[src/sv/mpc_pkg.sv]
package mpc_pkg;

  localparam int IMAGE_WIDTH_DEF  = 160;
  localparam int IMAGE_HEIGHT_DEF = 80;
  localparam int ITER_CAP_DEF     = 1023;

  localparam int QFRAC = 28;

  localparam logic signed [31:0] CENTER_REAL_RST = -32'sd268435456;
  localparam logic signed [31:0] CENTER_IMAG_RST = 32'sd0;
  localparam logic [30:0]        PIXEL_STEP_RST  = 31'd5368709;
  localparam logic [9:0]         ITER_LIMIT_RST  = 10'd500;

  localparam logic [40:0] ESCAPE_BOUND = 41'd4 << QFRAC;

  typedef enum logic [1:0] {
    REG_CENTER_REAL = 2'd0,
    REG_CENTER_IMAG = 2'd1,
    REG_PIXEL_STEP  = 2'd2,
    REG_ITER_LIMIT  = 2'd3
  } reg_idx_t;

  typedef enum logic [3:0] {
    ST_IDLE,
    ST_CR,
    ST_CI,
    ST_CFIN,
    ST_SQR,
    ST_SQI,
    ST_XY,
    ST_UPD,
    ST_DIV,
    ST_FIN
  } state_t;

  function automatic logic signed [31:0] sat32(input logic signed [63:0] v);
    logic signed [31:0] res;
    if (v > 64'sh000000007FFFFFFF) begin
      res = 32'sh7FFFFFFF;
    end else if (v < -64'sh0000000080000000) begin
      res = -32'sh80000000;
    end else begin
      res = v[31:0];
    end
    return res;
  endfunction

  function automatic logic [15:0] hue_to_rgb565(input logic [7:0] h);
    logic [2:0]  region;
    logic [7:0]  base;
    logic [7:0]  rem;
    logic [15:0] prod_q;
    logic [15:0] prod_t;
    logic [7:0]  q;
    logic [7:0]  t;
    logic [7:0]  r;
    logic [7:0]  g;
    logic [7:0]  b;
    priority if (h >= 8'd215) begin
      region = 3'd5;
    end else if (h >= 8'd172) begin
      region = 3'd4;
    end else if (h >= 8'd129) begin
      region = 3'd3;
    end else if (h >= 8'd86) begin
      region = 3'd2;
    end else if (h >= 8'd43) begin
      region = 3'd1;
    end else begin
      region = 3'd0;
    end
    base   = 8'(region) * 8'd43;
    rem    = 8'((h - base) * 8'd6);
    prod_q = 16'(8'd255 - 8'((16'd255 * 16'(rem)) >> 8)) * 16'd255;
    prod_t = 16'(8'd255 - 8'((16'd255 * 16'(8'd255 - rem)) >> 8)) * 16'd255;
    q      = prod_q[15:8];
    t      = prod_t[15:8];
    unique case (region)
      3'd0: begin r = 8'd255; g = t;      b = 8'd0;   end
      3'd1: begin r = q;      g = 8'd255; b = 8'd0;   end
      3'd2: begin r = 8'd0;   g = 8'd255; b = t;      end
      3'd3: begin r = 8'd0;   g = q;      b = 8'd255; end
      3'd4: begin r = t;      g = 8'd0;   b = 8'd255; end
      default: begin r = 8'd255; g = 8'd0; b = q;     end
    endcase
    return {r[7:3], g[7:2], b[7:3]};
  endfunction

endpackage

[src/sv/mandelbrot_pixel_colorizer.sv]
// Mandelbrot escape-time pixel colorizer.
// Pulse start with in_pixel_col / in_pixel_row while busy is low to hand in one
// item. The block forms the point c from the center and pixel step registers,
// iterates z = z*z + c in signed Q4.28 and returns one result: the echoed
// coordinates, the iteration count and an RGB565 hue color (black for a pixel
// that reaches the limit). The result is shown for one cycle with out_valid
// high; the receiver must take it then, it cannot stall the block.
// Configuration goes through the APB port: center_real at 0x0, center_imag at
// 0x4, pixel_step at 0x8, iteration_limit at 0xC; write only while idle.
// c is formed in the steps ST_CR, ST_CI and ST_CFIN; each iteration then runs
// ST_SQR, ST_SQI, ST_XY and ST_UPD; ST_SQR ends the loop at the limit and
// ST_UPD tests for escape. An escaping pixel then runs the bit-serial hue
// divide in ST_DIV, and every pixel ends in ST_FIN. The single 32x32 multiplier
// is shared over zr*zr, zi*zi and zr*zi each iteration. busy stays high from
// acceptance until the result strobe; a new item may start in the strobe cycle.
// Reset returns the sequencer to idle, drops out_valid and loads the register
// defaults (center -1.0 + 0i, step 0.02, limit 500).
module mandelbrot_pixel_colorizer #(
  parameter int IMAGE_WIDTH  = mpc_pkg::IMAGE_WIDTH_DEF,
  parameter int IMAGE_HEIGHT = mpc_pkg::IMAGE_HEIGHT_DEF,
  parameter int ITER_CAP     = mpc_pkg::ITER_CAP_DEF
) (
  input  logic        clk,
  input  logic        rst_n,
  input  logic        psel,
  input  logic        penable,
  input  logic        pwrite,
  input  logic [3:0]  paddr,
  input  logic [31:0] pwdata,
  output logic [31:0] prdata,
  output logic        pready,
  input  logic        start,
  output logic        busy,
  input  logic [7:0]  in_pixel_col,
  input  logic [6:0]  in_pixel_row,
  output logic        out_valid,
  output logic [7:0]  out_pixel_col_out,
  output logic [6:0]  out_pixel_row_out,
  output logic [15:0] out_color_rgb565,
  output logic [9:0]  out_iteration_count
);

  localparam logic signed [11:0] HALF_W = 12'(IMAGE_WIDTH / 2);
  localparam logic signed [11:0] HALF_H = 12'(IMAGE_HEIGHT / 2);
  localparam logic [16:0]        CAP_V  = 17'(ITER_CAP);

  mpc_pkg::state_t state_r, state_nxt;

  logic signed [31:0] center_real_r;
  logic signed [31:0] center_imag_r;
  logic [30:0]        pixel_step_r;
  logic [9:0]         iter_limit_r;

  logic [7:0]         col_r, col_nxt;
  logic [6:0]         row_r, row_nxt;
  logic [9:0]         limit_r, limit_nxt;
  logic [9:0]         iter_r, iter_nxt;
  logic signed [31:0] cr_r, cr_nxt;
  logic signed [31:0] ci_r, ci_nxt;
  logic signed [31:0] zr_r, zr_nxt;
  logic signed [31:0] zi_r, zi_nxt;
  logic signed [39:0] sr_r, sr_nxt;
  logic signed [39:0] si_r, si_nxt;
  logic signed [63:0] product_r, product_nxt;
  logic [17:0]        rem_r, rem_nxt;
  logic [16:0]        dsh_r, dsh_nxt;
  logic [7:0]         quo_r, quo_nxt;
  logic [2:0]         div_cnt_r, div_cnt_nxt;

  logic               out_valid_r, out_valid_nxt;
  logic [7:0]         out_col_r, out_col_nxt;
  logic [6:0]         out_row_r, out_row_nxt;
  logic [15:0]        out_color_r, out_color_nxt;
  logic [9:0]         out_iter_r, out_iter_nxt;

  logic signed [31:0] mul_a;
  logic signed [31:0] mul_b;
  logic signed [31:0] dx;
  logic signed [31:0] dy;
  logic [40:0]        mag;
  logic               escape;
  logic               accept;
  logic               cfg_wr;
  logic [9:0]         limit_in;

  assign accept = start && !busy;
  assign busy   = (state_r != mpc_pkg::ST_IDLE);
  assign pready = 1'b1;
  assign cfg_wr = psel && penable && pwrite && pready;

  assign dx = 32'(($signed({4'b0, col_r}) - HALF_W));
  assign dy = 32'(($signed({5'b0, row_r}) - HALF_H));

  assign mag    = 41'(sr_r) + 41'(si_r);
  assign escape = (mag >= mpc_pkg::ESCAPE_BOUND);

  assign limit_in = ({7'b0, iter_limit_r} > CAP_V) ? CAP_V[9:0] : iter_limit_r;

  always_ff @(posedge clk) begin
    if (!rst_n) begin
      center_real_r <= mpc_pkg::CENTER_REAL_RST;
      center_imag_r <= mpc_pkg::CENTER_IMAG_RST;
      pixel_step_r  <= mpc_pkg::PIXEL_STEP_RST;
      iter_limit_r  <= mpc_pkg::ITER_LIMIT_RST;
    end else if (cfg_wr) begin
      unique case (mpc_pkg::reg_idx_t'(paddr[3:2]))
        mpc_pkg::REG_CENTER_REAL: center_real_r <= $signed(pwdata);
        mpc_pkg::REG_CENTER_IMAG: center_imag_r <= $signed(pwdata);
        mpc_pkg::REG_PIXEL_STEP:  pixel_step_r  <= pwdata[30:0];
        mpc_pkg::REG_ITER_LIMIT:  iter_limit_r  <= pwdata[9:0];
        default: ;
      endcase
    end
  end

  always_comb begin
    unique case (mpc_pkg::reg_idx_t'(paddr[3:2]))
      mpc_pkg::REG_CENTER_REAL: prdata = center_real_r;
      mpc_pkg::REG_CENTER_IMAG: prdata = center_imag_r;
      mpc_pkg::REG_PIXEL_STEP:  prdata = {1'b0, pixel_step_r};
      mpc_pkg::REG_ITER_LIMIT:  prdata = {22'b0, iter_limit_r};
      default:                  prdata = 32'b0;
    endcase
  end

  always_comb begin
    state_nxt = state_r;
    unique case (state_r)
      mpc_pkg::ST_IDLE: if (start) state_nxt = mpc_pkg::ST_CR;
      mpc_pkg::ST_CR:   state_nxt = mpc_pkg::ST_CI;
      mpc_pkg::ST_CI:   state_nxt = mpc_pkg::ST_CFIN;
      mpc_pkg::ST_CFIN: state_nxt = mpc_pkg::ST_SQR;
      mpc_pkg::ST_SQR: begin
        state_nxt = (iter_r < limit_r) ? mpc_pkg::ST_SQI : mpc_pkg::ST_FIN;
      end
      mpc_pkg::ST_SQI:  state_nxt = mpc_pkg::ST_XY;
      mpc_pkg::ST_XY:   state_nxt = mpc_pkg::ST_UPD;
      mpc_pkg::ST_UPD:  state_nxt = escape ? mpc_pkg::ST_DIV : mpc_pkg::ST_SQR;
      mpc_pkg::ST_DIV:  if (div_cnt_r == 3'd7) state_nxt = mpc_pkg::ST_FIN;
      mpc_pkg::ST_FIN:  state_nxt = mpc_pkg::ST_IDLE;
      default:          state_nxt = mpc_pkg::ST_IDLE;
    endcase
  end

  always_comb begin
    unique case (state_r)
      mpc_pkg::ST_CR:  begin mul_a = dx;   mul_b = $signed({1'b0, pixel_step_r}); end
      mpc_pkg::ST_CI:  begin mul_a = dy;   mul_b = $signed({1'b0, pixel_step_r}); end
      mpc_pkg::ST_SQR: begin mul_a = zr_r; mul_b = zr_r; end
      mpc_pkg::ST_SQI: begin mul_a = zi_r; mul_b = zi_r; end
      default:         begin mul_a = zr_r; mul_b = zi_r; end
    endcase
    product_nxt = 64'(mul_a) * 64'(mul_b);
  end

  always_comb begin
    col_nxt       = col_r;
    row_nxt       = row_r;
    limit_nxt     = limit_r;
    iter_nxt      = iter_r;
    cr_nxt        = cr_r;
    ci_nxt        = ci_r;
    zr_nxt        = zr_r;
    zi_nxt        = zi_r;
    sr_nxt        = sr_r;
    si_nxt        = si_r;
    rem_nxt       = rem_r;
    dsh_nxt       = dsh_r;
    quo_nxt       = quo_r;
    div_cnt_nxt   = div_cnt_r;
    out_valid_nxt = 1'b0;
    out_col_nxt   = out_col_r;
    out_row_nxt   = out_row_r;
    out_color_nxt = out_color_r;
    out_iter_nxt  = out_iter_r;
    unique case (state_r)
      mpc_pkg::ST_IDLE: begin
        if (start) begin
          col_nxt   = in_pixel_col;
          row_nxt   = in_pixel_row;
          limit_nxt = limit_in;
          iter_nxt  = 10'd0;
        end
      end
      mpc_pkg::ST_CI: begin
        cr_nxt = mpc_pkg::sat32(64'(center_real_r) + product_r);
      end
      mpc_pkg::ST_CFIN: begin
        ci_nxt = mpc_pkg::sat32(64'(center_imag_r) + product_r);
        zr_nxt = 32'sd0;
        zi_nxt = 32'sd0;
      end
      mpc_pkg::ST_SQI: begin
        sr_nxt = 40'(product_r >>> mpc_pkg::QFRAC);
      end
      mpc_pkg::ST_XY: begin
        si_nxt = 40'(product_r >>> mpc_pkg::QFRAC);
      end
      mpc_pkg::ST_UPD: begin
        if (escape) begin
          rem_nxt     = 18'({iter_r, 8'b0}) - 18'(iter_r);
          dsh_nxt     = {limit_r, 7'b0};
          quo_nxt     = 8'd0;
          div_cnt_nxt = 3'd0;
        end else begin
          zr_nxt   = mpc_pkg::sat32(64'(sr_r) - 64'(si_r) + 64'(cr_r));
          zi_nxt   = mpc_pkg::sat32((product_r >>> (mpc_pkg::QFRAC - 1)) + 64'(ci_r));
          iter_nxt = iter_r + 10'd1;
        end
      end
      mpc_pkg::ST_DIV: begin
        if (rem_r >= {1'b0, dsh_r}) begin
          rem_nxt = rem_r - {1'b0, dsh_r};
          quo_nxt = {quo_r[6:0], 1'b1};
        end else begin
          quo_nxt = {quo_r[6:0], 1'b0};
        end
        dsh_nxt     = dsh_r >> 1;
        div_cnt_nxt = div_cnt_r + 3'd1;
      end
      mpc_pkg::ST_FIN: begin
        out_valid_nxt = 1'b1;
        out_col_nxt   = col_r;
        out_row_nxt   = row_r;
        out_iter_nxt  = iter_r;
        out_color_nxt = (iter_r < limit_r) ? mpc_pkg::hue_to_rgb565(quo_r) : 16'd0;
      end
      default: ;
    endcase
  end

  always_ff @(posedge clk) begin
    if (!rst_n) begin
      state_r     <= mpc_pkg::ST_IDLE;
      out_valid_r <= 1'b0;
    end else begin
      state_r     <= state_nxt;
      out_valid_r <= out_valid_nxt;
    end
  end

  always_ff @(posedge clk) begin
    col_r       <= col_nxt;
    row_r       <= row_nxt;
    limit_r     <= limit_nxt;
    iter_r      <= iter_nxt;
    cr_r        <= cr_nxt;
    ci_r        <= ci_nxt;
    zr_r        <= zr_nxt;
    zi_r        <= zi_nxt;
    sr_r        <= sr_nxt;
    si_r        <= si_nxt;
    product_r   <= product_nxt;
    rem_r       <= rem_nxt;
    dsh_r       <= dsh_nxt;
    quo_r       <= quo_nxt;
    div_cnt_r   <= div_cnt_nxt;
    out_col_r   <= out_col_nxt;
    out_row_r   <= out_row_nxt;
    out_color_r <= out_color_nxt;
    out_iter_r  <= out_iter_nxt;
  end

  assign out_valid           = out_valid_r;
  assign out_pixel_col_out   = out_col_r;
  assign out_pixel_row_out   = out_row_r;
  assign out_color_rgb565    = out_color_r;
  assign out_iteration_count = out_iter_r;

  a_strobe_after_fin: assert property (@(posedge clk) disable iff (!rst_n)
    out_valid |-> $past(state_r == mpc_pkg::ST_FIN))
    else $error("result strobe without finish step");

  a_accept_busy: assert property (@(posedge clk) disable iff (!rst_n)
    accept |=> busy)
    else $error("accepted item did not raise busy");

  a_iter_bound: assert property (@(posedge clk) disable iff (!rst_n)
    (busy && state_r != mpc_pkg::ST_CR) |-> (iter_r <= limit_r))
    else $error("iteration count above limit");

  a_inside_black: assert property (@(posedge clk) disable iff (!rst_n)
    (out_valid && out_iteration_count == limit_r) |-> (out_color_rgb565 == 16'd0))
    else $error("pixel at limit not black");

endmodule
[config.mk]
export PLATFORM = sky130hd
export DESIGN_NAME = mandelbrot_pixel_colorizer
export DESIGN_NICKNAME = d
export VERILOG_FILES = /design/src/sv/mpc_pkg.sv /design/src/sv/mandelbrot_pixel_colorizer.sv
export SDC_FILE = /design/constraint.sdc
export NUM_CORES = 2
export LEC_CHECK = 0
export CORE_ASPECT_RATIO = 1.25
export CORE_MARGIN = 2
export CORE_UTILIZATION = 55
export CTS_CLUSTER_DIAMETER = 200
export DETAILED_ROUTE_END_ITERATION = 10
export DONT_BUFFER_PORTS = 1
export PLACE_DENSITY = 0.7
export REMOVE_ABC_BUFFERS = 1
export SLEW_MARGIN = 20
export SYNTH_ARGS = -nofsm -noshare
export SYNTH_HDL_FRONTEND = slang
export SYNTH_SLANG_ARGS = --single-unit
[constraint.sdc]
create_clock -name clk -period 26 [get_ports clk]
set_clock_uncertainty 0.2 [all_clocks]
set_input_delay 2.6 -clock clk [delete_from_list [all_inputs] [get_ports clk]]
set_output_delay 2.6 -clock clk [all_outputs]
set_load 0.01 [all_outputs]
==> summary.txt <==
Yosys
  – Top-count cell post-synth: inv_1
  – Gate Count Post-Synth: 8389
  – Yosys Warn Count: 0
  – Async SR Flop Fraction: 0%
  – Sequential area share after synthesis: 17.39%
  – Yosys reg bits: 496
  – Synth area leaders: fa_1, edfxtp_1, ha_1
  – Commonest cells post-synth: inv_1, nand2_1, fa_1, ha_1, nor2_1
  – Synth cell types: 108
  – Synth Cell Area: 75640 sq um
  – Dominant cell type by area after synthesis: fa_1
  – Post-synth top area share: 32.21%
  – Ys flop type: edfxtp_1
  – Syn_area_per_cell: 9.016 sq um
  – Number of synthesized flops with an enable pin: 322

Setup path
  – Arrival time worst endpoint: 14560 ps
  – Slowest-stage cell, CP: fa_1
  – Critical Path RT: 26280 ps
  – CP most frequent cell: inv_1
  – CP Capture Type: register
  – R2R Setup Slk: 11720 ps
  – Crit Path Category: register to register
  – Reg-to-Reg Start: quo_r[3]$_SDFFCE_PN0P_
  – CP max stage delay: 720 ps
  – CP startpoint kind: register
  – Reg2reg end: out_color_rgb565[10]$_SDFFCE_PP0P_
  – Cell depth of the worst flop-to-flop path: 52
  – Critical path fanouts, max: 8

STA
  – Final setup fails: 0
  – Fin crit share: 54.91%
  – Worst-Margin Slew: 1126 ps
  – Final Hold Fails: 0
  – Fmax: 70.05 MHz
  – Slew Limit Headroom: 24.91%
  – Final min period: 14280 ps
  – Unrepaired setup endpoints after global routing: false
  – Post-route setup TNS: 0 ps
  – Pins Over Slew Limit: 0

Worst hold path
  – Hold path depth: 0
  – Hold crit path type: register to register
  – Beginning of the worst hold path: row_r[2]$_DFFE_PP_
  – Hold endpoint: out_pixel_row_out[2]$_DFFE_PP_

Clock tree
  – CTS root buffer: clkbuf_16
  – Setup Fix Bufs, Post-CTS: 0
  – Post_cts resized: 0
  – Reg clk slew, reported paths: 60 ps
  – Clock latency on the worst-skew pair: 660 ps
  – CTS tree: built
  – Cts bufs inserted: 54
  – Clock sink count: 496
  – Htree depth: 2
  – Max clock buf depth: 3
  – Hold-fix buffers, CTS: 0

Placed design
  – GP Congestion: 0.9892
  – Port bufs: 0
  – Hpwl dp: 187400 microns

Layout
  – Area grow syn2layout: 5.297%
  – Final #Nets: 10130
  – Sequential Area: 13150 sq um
  – Fraction of layout cells with a size suffix above 1: 4.390%
  – Multi-input combinational cell area: 55420 sq um
  – Fillers: 12100

Die
  – Starting Density: 55.24%
  – Die area: 140500 sq um
  – Row cnt: 152
  – Core area: 136900 sq um
  – Die span in y: 418.6 microns
  – # IOs: 133
  – Die Span X: 335.7 microns

Routing
  – Initial DRC count: 4295
  – Vias/cell: 5.895
  – Avg WL per Cell: 22.83 microns
  – Total Wirelength: 229800 microns
  – Drt pass-1 iters: 8
  – Via count: 59350
  – DRC: 0
  – Routed Antenna Nets: 0

Job
  – Max_cap viols: 0

GRT
  – Vias in the first global route: 62120
  – GR Overflow Total: 0
  – Initial antenna violation count: 8
  – Largest net degree at the start of global routing: 110
  – Global-route wire length before repair: 356900 microns
  – GRT Overall Usage: 33.50%

Run status
  – Status: completed
-- per-layer routing --
metal / up-vias / GRT usage [%] / wire length (microns)
li1: 26660 / - / -
met1: 29620 / 38.93 / 82690
met2: 2319 / 55.99 / 110300
met3: 753 / 5.769 / 16420
met4: 2 / 24.11 / 20430
met5: - / 0 / 14
-- worst max-delay path by stage --
stage / startpoint / to / slack [ps] / cells after the start
floorplan: state_r[1]$_SDFFE_PN0P_ / product_r[62]$_DFF_P_ / 12680 / 33
global placement: quo_r[3]$_SDFFCE_PN0P_ / out_color_rgb565[15]$_SDFFCE_PP0P_ / 11840 / 52
detailed placement: quo_r[3]$_SDFFCE_PN0P_ / out_color_rgb565[10]$_SDFFCE_PP0P_ / 11660 / 52
CTS: quo_r[3]$_SDFFCE_PN0P_ / out_color_rgb565[10]$_SDFFCE_PP0P_ / 11590 / 52
global route: quo_r[3]$_SDFFCE_PN0P_ / out_color_rgb565[15]$_SDFFCE_PP0P_ / 10460 / 52
finish: quo_r[3]$_SDFFCE_PN0P_ / out_color_rgb565[10]$_SDFFCE_PP0P_ / 11720 / 52
-- state kept, by name (all words and copies together) (netlist names), 10 cells and up --
signal,flops
si_r,36
zr_r,32
pixel_step_r,31
out_color_rgb565,16
iter_r,10
product_r,64
ci_r,32
limit_r,10
rem_r,18
center_real_r,32
center_imag_r,32
iter_limit_r,10
dsh_r,17
cr_r,32
zi_r,32
sr_r,36
out_iteration_count,10
-- layout by cell type, fill, tap and decap left out, types with 174 or more instances in the layout --
master	synthesis	routed
a21o_1	233	233
a21oi_1	335	326
dfxtp_1	174	174
edfxtp_1	322	322
fa_1	1217	1217
ha_1	608	608
inv_1	1569	1568
nand2_1	1263	1263
nor2_1	499	495
o21ai_0	223	216
xnor2_1	213	213
-- logic make-up after synthesis --
logic type / Yosys count / synth area share [%]
buf+inv: 1920 / 9.626
fa+ha+maj: 1825 / 42.27
compound gates: 1451 / 12.89
xor+xnor: 337 / 3.902
other cells: 1 / 0.004958
simple gates: 2320 / 13.24
mux: 39 / 0.6832
flops: 496 / 17.39
-- cell type report --
class	instances	share of cell area, %
multi-input cells	5973	69.59
flip-flops and latches	496	16.51
inverters	1570	7.399
well taps	1771	2.782
clock buffers	75	1.964
repair buffers	151	1.439
clock inverters	27	0.3001
diodes	5	0.01571
-- metrics by stage --
stage | util [%] | instance area [sq um] | cells | hold slack, ps | worst slack (ps)
2_1_floorplan | - | 74250 | 8039 | 224.9 | 12680
3_3_place_gp | 56.81 | 77790 | 9959 | 230.5 | 11840
3_5_place_dp | 56.83 | 77820 | 9961 | 234.5 | 11660
4_1_cts | 58.15 | 79620 | 10060 | 256.8 | 11590
5_1_grt | 58.16 | 79640 | 10070 | 281.3 | 10460
6_report | 58.16 | 79640 | 10070 | 261.9 | 11720
-- critical path, delay by kind of cell, from the launching register on --
family | cells | cell delay [ps]
AO/OA/AOI/OAI | 16 | 2970
buffers and inverters | 13 | 1350
AND/OR/NAND/NOR | 6 | 1400
XOR/XNOR | 3 | 1250
flip-flops | 1 | 510
adder cells (fa/ha/maj) | 14 | 6410
Power is not shown: default switching activity piles up to over one toggle a cycle in this logic, so the estimate is an artifact.
